## config.mk

```make
export PLATFORM = sky130hd
export DESIGN_NAME = location_record_parser_unit
export DESIGN_NICKNAME = d
export VERILOG_FILES = /design/src/rtl/core/lrp_pkg.sv /design/src/rtl/core/lrp_slot_map.sv /design/src/rtl/core/lrp_record_state.sv /design/src/rtl/core/location_record_parser_unit.sv
export SDC_FILE = /design/constraint.sdc
export NUM_CORES = 1
export LEC_CHECK = 0
export ABC_AREA = 1
export ABC_CLOCK_PERIOD_IN_PS = 5940
export BUFFER_PORTS_ARGS = -buffer_cell sky130_fd_sc_hd__buf_2
export CELL_PAD_IN_SITES_DETAIL_PLACEMENT = 2
export CELL_PAD_IN_SITES_GLOBAL_PLACEMENT = 2
export CORE_UTILIZATION = 34
export DETAILED_ROUTE_END_ITERATION = 8
export GPL_TIMING_DRIVEN = 0
export PLACE_DENSITY_LB_ADDON = 0.2
export SYNTH_ARGS = -nofsm -noshare
export SYNTH_HDL_FRONTEND = slang
export SYNTH_HIERARCHICAL = 1
export SYNTH_SLANG_ARGS = --single-unit
```

## constraint.sdc

```tcl
create_clock -name clk -period 5.94 [get_ports clk]
set_input_delay 0.297 -clock clk [delete_from_list [all_inputs] [get_ports clk]]
set_output_delay 0.297 -clock clk [all_outputs]
set_load 0.1 [all_outputs]
```

## src/rtl/core/lrp_pkg.sv

```systemverilog
// Shared types and constants for the location record parser.
package lrp_pkg;

    localparam logic [7:0] REC_VERSION     = 8'd1;
    localparam logic [5:0] REC_BASE_LEN    = 6'd10;
    localparam logic [7:0] REC_KNOWN_FLAGS = 8'h3F;
    localparam logic [5:0] COUNT_MAX       = 6'd63;
    localparam logic [5:0] FIXED_HDR_LEN   = 6'd4;
    localparam int         SLOT_COUNT      = 8;

    localparam logic [5:0] POS_VERSION  = 6'd0;
    localparam logic [5:0] POS_FLAGS    = 6'd1;
    localparam logic [5:0] POS_FIX      = 6'd2;
    localparam logic [5:0] POS_RESERVED = 6'd3;

    localparam logic [2:0] SLOT_LAT  = 3'd0;
    localparam logic [2:0] SLOT_LON  = 3'd1;
    localparam logic [2:0] SLOT_ALT  = 3'd2;
    localparam logic [2:0] SLOT_TIME = 3'd3;
    localparam logic [2:0] SLOT_SATS = 3'd4;
    localparam logic [2:0] SLOT_HACC = 3'd5;
    localparam logic [2:0] SLOT_VACC = 3'd6;
    localparam logic [2:0] SLOT_AGE  = 3'd7;

    localparam logic [1:0] ST_ACCEPTED    = 2'd0;
    localparam logic [1:0] ST_BAD_REQUEST = 2'd1;
    localparam logic [1:0] ST_FORBIDDEN   = 2'd2;

    typedef struct packed {
        logic       hit;
        logic       is_end;
        logic [2:0] slot;
        logic [5:0] expected_len;
    } slot_info_t;

    typedef struct packed {
        logic [1:0]         status;
        logic [5:0]         fields_present;
        logic [7:0]         fix_mode;
        logic signed [31:0] latitude;
        logic signed [31:0] longitude;
        logic signed [31:0] altitude;
        logic [31:0]        fix_time;
        logic [7:0]         satellites;
        logic [31:0]        horizontal_accuracy;
        logic [31:0]        vertical_accuracy;
        logic [31:0]        fix_age;
    } rec_result_t;

endpackage

```

## src/rtl/core/lrp_slot_map.sv

```systemverilog
// Maps a body byte offset onto its field slot and computes the expected record length.
module lrp_slot_map (
    input  logic [5:0]          flags,
    input  logic [5:0]          pos,
    output lrp_pkg::slot_info_t info
);
    import lrp_pkg::*;

    logic [5:0] offset;
    logic [5:0] start;
    logic [2:0] len;

    assign offset = pos - FIXED_HDR_LEN;

    always_comb
    begin
        info  = '0;
        start = '0;
        len   = '0;
        for (int k = 0; k < SLOT_COUNT; k++)
        begin
            if (k < 2)
                len = 3'd4;
            else if (!flags[k - 2])
                len = 3'd0;
            else if (3'(k) == SLOT_SATS)
                len = 3'd1;
            else
                len = 3'd4;
            if (len != 3'd0 && offset >= start && offset < start + {3'b0, len})
            begin
                info.hit    = 1'b1;
                info.slot   = 3'(k);
                info.is_end = (offset == start + {3'b0, len} - 6'd1);
            end
            start = start + {3'b0, len};
        end
        info.expected_len = FIXED_HDR_LEN + start;
    end

endmodule

```

## src/rtl/core/lrp_record_state.sv

```systemverilog
// Per-record parse state: header checks, field assembly and result evaluation.
module lrp_record_state (
    input  logic                 clk,
    input  logic                 rst_n,
    input  logic                 step,
    input  logic [7:0]           payload_byte,
    input  logic                 last_byte,
    input  logic                 source_local,
    output lrp_pkg::rec_result_t result
);
    import lrp_pkg::*;

    logic [5:0]  count_reg, count_next, count_inc;
    logic        version_good_reg, version_good_next;
    logic [7:0]  flag_bits_reg, flag_bits_next;
    logic [7:0]  fix_byte_reg, fix_byte_next;
    logic        reserved_zero_reg, reserved_zero_next;
    logic        local_latch_reg, local_latch_next;
    logic [31:0] word_shift_reg, word_shift_next;
    logic [31:0] store_reg [SLOT_COUNT];
    logic [31:0] store_next [SLOT_COUNT];
    logic [31:0] shifted;
    slot_info_t  info;
    logic        len_bad;

    lrp_slot_map u_slot_map (
        .flags (flag_bits_reg[5:0]),
        .pos   (count_reg),
        .info  (info)
    );

    assign count_inc = (count_reg < COUNT_MAX) ? count_reg + 6'd1 : COUNT_MAX;
    assign shifted   = {word_shift_reg[23:0], payload_byte};

    always_comb
    begin
        version_good_next  = version_good_reg;
        flag_bits_next     = flag_bits_reg;
        fix_byte_next      = fix_byte_reg;
        reserved_zero_next = reserved_zero_reg;
        local_latch_next   = local_latch_reg;
        word_shift_next    = word_shift_reg;
        for (int k = 0; k < SLOT_COUNT; k++)
            store_next[k] = store_reg[k];
        priority if (count_reg == POS_VERSION)
        begin
            for (int k = 0; k < SLOT_COUNT; k++)
                store_next[k] = '0;
            word_shift_next    = '0;
            flag_bits_next     = '0;
            fix_byte_next      = '0;
            reserved_zero_next = 1'b1;
            local_latch_next   = source_local;
            version_good_next  = (payload_byte == REC_VERSION);
        end
        else if (count_reg == POS_FLAGS)
            flag_bits_next = payload_byte;
        else if (count_reg == POS_FIX)
            fix_byte_next = payload_byte;
        else if (count_reg == POS_RESERVED)
            reserved_zero_next = (payload_byte == 8'd0);
        else
        begin
            if (count_reg < COUNT_MAX && info.hit)
            begin
                word_shift_next = shifted;
                if (info.is_end)
                begin
                    store_next[info.slot] = shifted;
                    word_shift_next       = '0;
                end
            end
        end
        count_next = last_byte ? 6'd0 : count_inc;
    end

    assign len_bad = ((flag_bits_next & ~REC_KNOWN_FLAGS) != 8'd0) || !reserved_zero_next
                     || (count_inc != info.expected_len);

    always_comb
    begin
        result = '0;
        priority if (count_inc < REC_BASE_LEN || !version_good_next)
            result.status = ST_BAD_REQUEST;
        else if (!local_latch_next)
            result.status = ST_FORBIDDEN;
        else if (len_bad)
            result.status = ST_BAD_REQUEST;
        else
            result.status = ST_ACCEPTED;
        if (result.status == ST_ACCEPTED)
        begin
            result.fields_present      = flag_bits_next[5:0];
            result.fix_mode            = fix_byte_next;
            result.latitude            = store_next[SLOT_LAT];
            result.longitude           = store_next[SLOT_LON];
            result.altitude            = store_next[SLOT_ALT];
            result.fix_time            = store_next[SLOT_TIME];
            result.satellites          = store_next[SLOT_SATS][7:0];
            result.horizontal_accuracy = store_next[SLOT_HACC];
            result.vertical_accuracy   = store_next[SLOT_VACC];
            result.fix_age             = store_next[SLOT_AGE];
        end
    end

    always_ff @(posedge clk or negedge rst_n)
    begin
        if (!rst_n)
        begin
            count_reg         <= '0;
            version_good_reg  <= 1'b0;
            flag_bits_reg     <= '0;
            fix_byte_reg      <= '0;
            reserved_zero_reg <= 1'b1;
            local_latch_reg   <= 1'b0;
            word_shift_reg    <= '0;
        end
        else if (step)
        begin
            count_reg         <= count_next;
            version_good_reg  <= version_good_next;
            flag_bits_reg     <= flag_bits_next;
            fix_byte_reg      <= fix_byte_next;
            reserved_zero_reg <= reserved_zero_next;
            local_latch_reg   <= local_latch_next;
            word_shift_reg    <= word_shift_next;
        end
    end

    // cleared on the first byte of every record
    always_ff @(posedge clk)
    begin
        if (step)
        begin
            for (int k = 0; k < SLOT_COUNT; k++)
                store_reg[k] <= store_next[k];
        end
    end

endmodule

```

## src/rtl/core/location_record_parser_unit.sv

```systemverilog
// Location record parser top level: input register, parse state and result register.
//
// Usage:
//   Byte channel: payload_byte, last_byte, source_local with byte_valid and
//   byte_stall; a request is taken at an edge where byte_valid is high and
//   byte_stall is low. source_local is sampled on the first byte of a record.
//   Result channel: status and the decoded fields with result_valid and
//   result_stall; one result per record, on its last byte.
//   Throughput: one byte per cycle while byte_stall is low. Bytes that are
//   not last never wait on the result side.
//   Path: a last byte that is taken passes the input register and then the
//   result register, which drives result_valid.
//   Stall: while result_stall holds a result, a last byte waiting in the
//   input register holds there and byte_stall rises; non-last bytes in
//   flight keep moving.
//   Reset: clears the valid bits of both registers and the record state apart
//   from the field store; the first byte after reset starts a new record.
//   Rejected records report every field other than status as zero.
module location_record_parser_unit (
    input  logic               clk,
    input  logic               rst_n,
    input  logic               byte_valid,
    output logic               byte_stall,
    input  logic [7:0]         payload_byte,
    input  logic               last_byte,
    input  logic               source_local,
    output logic               result_valid,
    input  logic               result_stall,
    output logic [1:0]         status,
    output logic [5:0]         fields_present,
    output logic [7:0]         fix_mode,
    output logic signed [31:0] latitude,
    output logic signed [31:0] longitude,
    output logic signed [31:0] altitude,
    output logic [31:0]        fix_time,
    output logic [7:0]         satellites,
    output logic [31:0]        horizontal_accuracy,
    output logic [31:0]        vertical_accuracy,
    output logic [31:0]        fix_age
);
    import lrp_pkg::*;

    logic        in_valid_reg;
    logic [7:0]  in_byte_reg;
    logic        in_last_reg;
    logic        in_src_reg;
    logic        out_valid_reg;
    rec_result_t out_reg;
    rec_result_t result;
    logic        out_free;
    logic        advance;

    assign out_free   = !out_valid_reg || !result_stall;
    assign advance    = in_valid_reg && (!in_last_reg || out_free);
    assign byte_stall = in_valid_reg && !advance;

    lrp_record_state u_state (
        .clk          (clk),
        .rst_n        (rst_n),
        .step         (advance),
        .payload_byte (in_byte_reg),
        .last_byte    (in_last_reg),
        .source_local (in_src_reg),
        .result       (result)
    );

    always_ff @(posedge clk or negedge rst_n)
    begin
        if (!rst_n)
            in_valid_reg <= 1'b0;
        else if (!byte_stall)
            in_valid_reg <= byte_valid;
    end

    always_ff @(posedge clk)
    begin
        if (!byte_stall && byte_valid)
        begin
            in_byte_reg <= payload_byte;
            in_last_reg <= last_byte;
            in_src_reg  <= source_local;
        end
    end

    always_ff @(posedge clk or negedge rst_n)
    begin
        if (!rst_n)
            out_valid_reg <= 1'b0;
        else if (advance && in_last_reg)
            out_valid_reg <= 1'b1;
        else if (!result_stall)
            out_valid_reg <= 1'b0;
    end

    always_ff @(posedge clk)
    begin
        if (advance && in_last_reg)
            out_reg <= result;
    end

    assign result_valid        = out_valid_reg;
    assign status              = out_reg.status;
    assign fields_present      = out_reg.fields_present;
    assign fix_mode            = out_reg.fix_mode;
    assign latitude            = out_reg.latitude;
    assign longitude           = out_reg.longitude;
    assign altitude            = out_reg.altitude;
    assign fix_time            = out_reg.fix_time;
    assign satellites          = out_reg.satellites;
    assign horizontal_accuracy = out_reg.horizontal_accuracy;
    assign vertical_accuracy   = out_reg.vertical_accuracy;
    assign fix_age             = out_reg.fix_age;

`ifndef ASSERT_OFF
    a_stall_only_on_last: assert property (@(posedge clk) disable iff (!rst_n)
        byte_stall |-> (in_valid_reg && in_last_reg && out_valid_reg && result_stall))
        else $error("byte channel stalled without a held last byte");

    a_result_from_last: assert property (@(posedge clk) disable iff (!rst_n)
        $rose(result_valid) |-> $past(advance && in_last_reg))
        else $error("result raised without a last byte");

    a_reject_clears_fields: assert property (@(posedge clk) disable iff (!rst_n)
        (result_valid && status != ST_ACCEPTED) |->
        (fields_present == 6'd0 && fix_mode == 8'd0 && latitude == 32'sd0
         && longitude == 32'sd0 && fix_age == 32'd0))
        else $error("rejected record carries field data");

    a_status_code: assert property (@(posedge clk) disable iff (!rst_n)
        result_valid |-> (status == ST_ACCEPTED || status == ST_BAD_REQUEST
                          || status == ST_FORBIDDEN))
        else $error("undefined status code");
`endif

endmodule
```

* After elaboration in Yosys (flattened, before gate mapping) *
Memories as Yosys holds them, arrays and structs flattened.
Index checks and enable logic that the tools add are counted.

word-level totals
  flip-flop bits (word level) = 309
  latch bits = 0
  RAM bits = 256
  ROM bits = 0
  output and inout bits = 250
  word-level logic and storage cells = 170
  memories kept = 1

memory list
  memory             depth  width  rd ports  clocked after memory_dff  wr ports  line                    source
  u_state.store_reg  8      32     8         0                         8         lrp_record_state.sv:20  logic [31:0] store_reg [SLOT_COUNT];

cells by class
  $add $sub $neg = 15
  multipliers = 0
  divide/modulo/power cells = 0
  $lt $le $gt $ge = 20
  equality and inequality tests = 17
  shifts and indexed selects = 0
  mux-type cells = 49
  bitwise logic cells = 1
  reductions and logical operators = 44

operator list
  operator               count
  $mux W256              6
  $bwmux W256            1
  $mux W24               6
  $demux W32 S3          1
  $mux W5                8
  $mux W8                5
  $eq A6 B6 Y1           6
  $lt A6 B6 Y1           6
  $sub A6 B1 Y6 const B  6
  $mux W32               1
  $ge A6 B6 Y1           4
  $logic_and A1 B1 Y1    20
  $add A6 B3 Y6          3
  $eq A6 B2 Y1 const B   3
  $reduce_bool A3 Y1     6
  $mux W3                5
  $lt A6 B4 Y1 const B   2
  $mux W1                12
  $mux W6                2
  $eq A8 B1 Y1 const B   1
  $logic_not A8 Y1       1
  $ne A2 B1 Y1 const B   4
  $reduce_bool A8 Y1     1
  $logic_not A1 Y1       7
  24 further kinds       29

* Depth between registers and ports, before layout *
  depth after elaboration = 23
  depth in mapped cells = 28
  mapped depth without buffers = 26

* Modules after synthesis *
The synthesis kept the hierarchy.

modules (own cells, without submodules)
  module                       times used  cells each  area each (um^2)  sequential area each (um^2)
  lrp_record_state             1           2069        15668.8           8194.1
  location_record_parser_unit  1           272         7853.8            7797.5
  lrp_slot_map                 1           269         1710.4            0.0

* Least setup slack after synthesis *
OpenSTA, ideal clock, no wires.

  kind = flip-flop to flip-flop
  from = register out_valid_reg (netlist: result_valid)
  to = register u_state.word_shift_reg[0]
  setup time = 0.083 ns
  arrival time = 7.045 ns
  required time = 5.857 ns
  setup slack = -1.188 ns
  stages on the path, launching flop included = 10
  buffers on the path = 2
  path through = dfrtp_1 > nand3_2 > nand2_1 > inv_1 > inv_1 > nor2_1 > buf_2 > buf_4 > nand3_1 > o21ai_0

between the ends
  cells in the longest elaborated chain, start to end = 5

RTL lines
  item                                line                               source
  start, declared                     location_record_parser_unit.sv:47  logic out_valid_reg;
  start signal, assigned              location_record_parser_unit.sv:88  out_valid_reg <= 1'b0;
  start signal, assigned              location_record_parser_unit.sv:90  out_valid_reg <= 1'b1;
  start signal, assigned              location_record_parser_unit.sv:92  out_valid_reg <= 1'b0;
  $logic_not A1 Y1                    location_record_parser_unit.sv:53  assign out_free = !out_valid_reg || !result_stall;
  $logic_or A1 B1 Y1                  location_record_parser_unit.sv:53
  $logic_or A1 B1 Y1                  location_record_parser_unit.sv:54  assign advance = in_valid_reg && (!in_last_reg || out_free);
  $logic_and A1 B1 Y1                 location_record_parser_unit.sv:54
  via advance                         location_record_parser_unit.sv:51  logic advance;
  $reduce_and A5 Y1 (no source line)  n/a
  end signal, assigned                lrp_record_state.sv:126            word_shift_reg <= word_shift_next;
  end, declared                       lrp_record_state.sv:19             logic [31:0] word_shift_reg, word_shift_next;

The timed path passes the listed nets, and every way through them passes these cells.
A chain may end at the register's enable or synchronous reset.

==> impl_metrics.yaml <==
synth:
  ys.flop_type: "edfxtp_1"
  ys_ff_latch: 541
  syn-cell-area_um2: 25200
  syn_inst: 2610
  yosysMostFrequentCell: "inv_1"
  synth_common_cells: "560 x inv_1, 554 x nand2_1, 490 x edfxtp_1, 292 x nor2_1, 267 x nand3_1"
  synthTopCellsByArea: "edfxtp_1 58%, inv_1 8.3%, nand2_1 8.2%"
  async_reset_ff_frac: 0.0943
  synthDistinctLibCells: 45
  synth.top_cell.area_share: 0.583
  syn_nets: 2666
  synth_edf_count: 490
  syn_avg_cell_area_um2: 9.67
  synth_warnings: 6
  ys_seq_area_frac: 0.634
  synth.largest_area_cell: "edfxtp_1"
timing:
  rsz0062_at_grt: "false"
  fmax_ghz: 0.178
  max_slew_margin: 0.300
  slew_violations: 0
  fin_crit_sh: 0.944
  hold_viol_final: 0
  worst_slew_pin_slew_ps: 1050
  setup_viol: 0
  skew_ps: 43.2
  hold_ws_ps: 265
  period_minus_slack_ps: 5610
critical_path:
  required_ps: 6330
  crit_type: "reg2reg"
  critPathMaxFanout: 10
  worstPathArrival_ps: 6000
  cp-start-kind: "register"
  crit_path_end_kind: "register"
route:
  viasPerCell: 4.88
  drt_iter0_markers: 1086
  ant_nets: 0
  num_vias: 19400
  drc: 17
  dr.pass1.iters: 9
  wirelength_mm: 88.4
  wl_per_cell_um: 22.2
grt:
  grt_pass1_vias: 21100
  grt_overflow: 0
  grt_start_max_net_pins: 52
  antenna_found_initial: 1
  grt_pass1_wl_mm: 132
  grt_use_total: 0.236
job:
  cap_viol_max_count: 0
die:
  dieArea_um2: 75300
  die_w_um: 274
  initial_core_util: 0.345
  fp.coreArea_um2: 73200
  row_count: 99
  die_h_um: 274
  ios: 264
layout:
  fin_cells: 3973
  area_growth_syn_to_layout_pct: 19.5
  diodes: 0
  largest_reg_flops: 232
  nFillCells: 7951
  final_nets: 3020
  drive_gt1_frac: 0.166
pwr:
  power_w: 0.0120
  ir_worst_vdd_mv: 0.259
  power.leakage_nw: 14.3
  p_per_area_nw_per_um2: 399
place:
  gp_congestion: 0.810
  dp_hpwl_mm: 63.4
  portBuffers: 263
  placed_cells_incl_taps: 3845
cts:
  clk_pin_slew_ps: 70
  insertion_delay_ps: 660
  cts_made_buffers: 61
  clockBufferDepth: 3
  cts_tree: "yes"
  clockRootBuffer: "clkbuf_16"
  cts_sinks: 541
  h-tree-depth: 2
run_status:
  violations: "design-rule violations"
  outcome: "finished, violations left"
min_path:
  min_path_type: "in2async"
## path summary, 6_finish.rpt
path                                      startpoint                          to  slack [ps]  depth (start not counted)
max in group asynchronous                      rst_n  u_state/word_shift_reg[23]        5160                          2
hold reg to reg            u_state/reserved_zero_reg   u_state/reserved_zero_reg         480                          2
hold / removal                                 rst_n                result_valid         270                          2
setup reg to reg            u_state/flag_bits_reg[1]        vertical_accuracy[6]         330                         21
setup / recovery            u_state/flag_bits_reg[1]        vertical_accuracy[6]         330                         21
min in group clk                     payload_byte[0]              in_byte_reg[0]         380                          2
## worst max-delay path: stages (launching register included)
cell	delay (ps)
dfrtp_1	540
fa_1	520
ha_1	230
ha_1	380
ha_1	250
xor2_2	330
inv_1	100
ha_1	300
inv_1	60
o21bai_1	80
a21boi_0	410
nand2_1	150
nor2_1	130
nor2_1	50
nand2_1	80
inv_1	70
nor2_1	360
nand3_1	390
buf_2	330
nand2_1	100
nand3_1	100
nor2_1	380
## routing by layer
| metal | share of wire | GRT usage |
|---|---|---|
| met5 | 0 | 0 |
| met3 | 0.036 | 0.0271 |
| met4 | 0.023 | 0.0626 |
| met1 | 0.43 | 0.301 |
| met2 | 0.51 | 0.420 |
## layout by cell type, fill, tap and decap left out, types with 3 or more instances in the layout
master         instances
inv_1                558
nand2_1              554
edfxtp_1             490
buf_2                315
nor2_1               292
nand3_1              263
o21ai_0               63
clkbuf_16             62
clkbuf_1              53
dfrtp_1               50
ha_1                  41
o211ai_1              32
a21oi_1               22
clkinv_2              18
buf_4                 18
clkinv_1              16
dlygate4sd3_1         14
buf_12                14
nand4_1               13
xnor2_1               13
inv_2                 12
nand3_2               10
xor2_1                10
nand2_2                9
nor2_2                 8
clkinvlp_4             6
nand3b_1               5
o22ai_1                5
bufinv_16              4
buf_1                  4
or2_2                  4
inv_6                  3
nor3_1                 3
## area by class of cell
type / instances / area [um2] / area share
Timing Repair Buffer: 291 / 1740 / 0.0577
Sequential cell: 541 / 16000 / 0.530
Clock inverter: 39 / 340 / 0.0113
Clock buffer: 74 / 1610 / 0.0533
Inverter: 583 / 2200 / 0.0730
Buffer: 118 / 588 / 0.0195
Multi-Input combinational cell: 1368 / 6480 / 0.215
Tap cell: 959 / 1200 / 0.0398
## cell families (layout without fill, tap and decap cells)
group / after synthesis / count (layout) / synth area share
AOI/OAI and AO/OA: 132 / 132 / 0.0306
xor gates and xnor gates: 25 / 25 / 0.00927
adders and majority gates: 42 / 42 / 0.0211
buffers and inverters: 701 / 1105 / 0.110
DFF: 541 / 541 / 0.634
other: 1 / 1 / 0.000149
and+or+nand+nor: 1168 / 1168 / 0.195
## timing repair
item	in CTS	in global routing
pin swaps	0	1
buffers inserted	0	1
endpoints found under the hold margin	47	0
endpoints found under the setup margin	47	219
gates resized for setup	0	4
hold buffers	14	0
## power by group
group	switching, W	total, W	internal, W
Sequential	0.000235	0.00494	0.00471
Clock	0.00163	0.00373	0.00210
Combinational	0.00255	0.00334	0.000799
Total	0.00441	0.0120	0.00761
## metrics by stage
stage | utilization | setup WS [ps] | cell area (um2) | TNS [ps]
floorplan | - | 548 | 25200 | 0
global placement | 0.379 | -1820 | 27800 | -431690
detailed placement | 0.383 | -82.8 | 28000 | -1040
CTS | 0.411 | -104 | 30100 | -1340
global route | 0.412 | 61.9 | 30100 | 0
finish | 0.412 | 330 | 30100 | 0
Note: power is estimated with default switching activity, not from simulation.
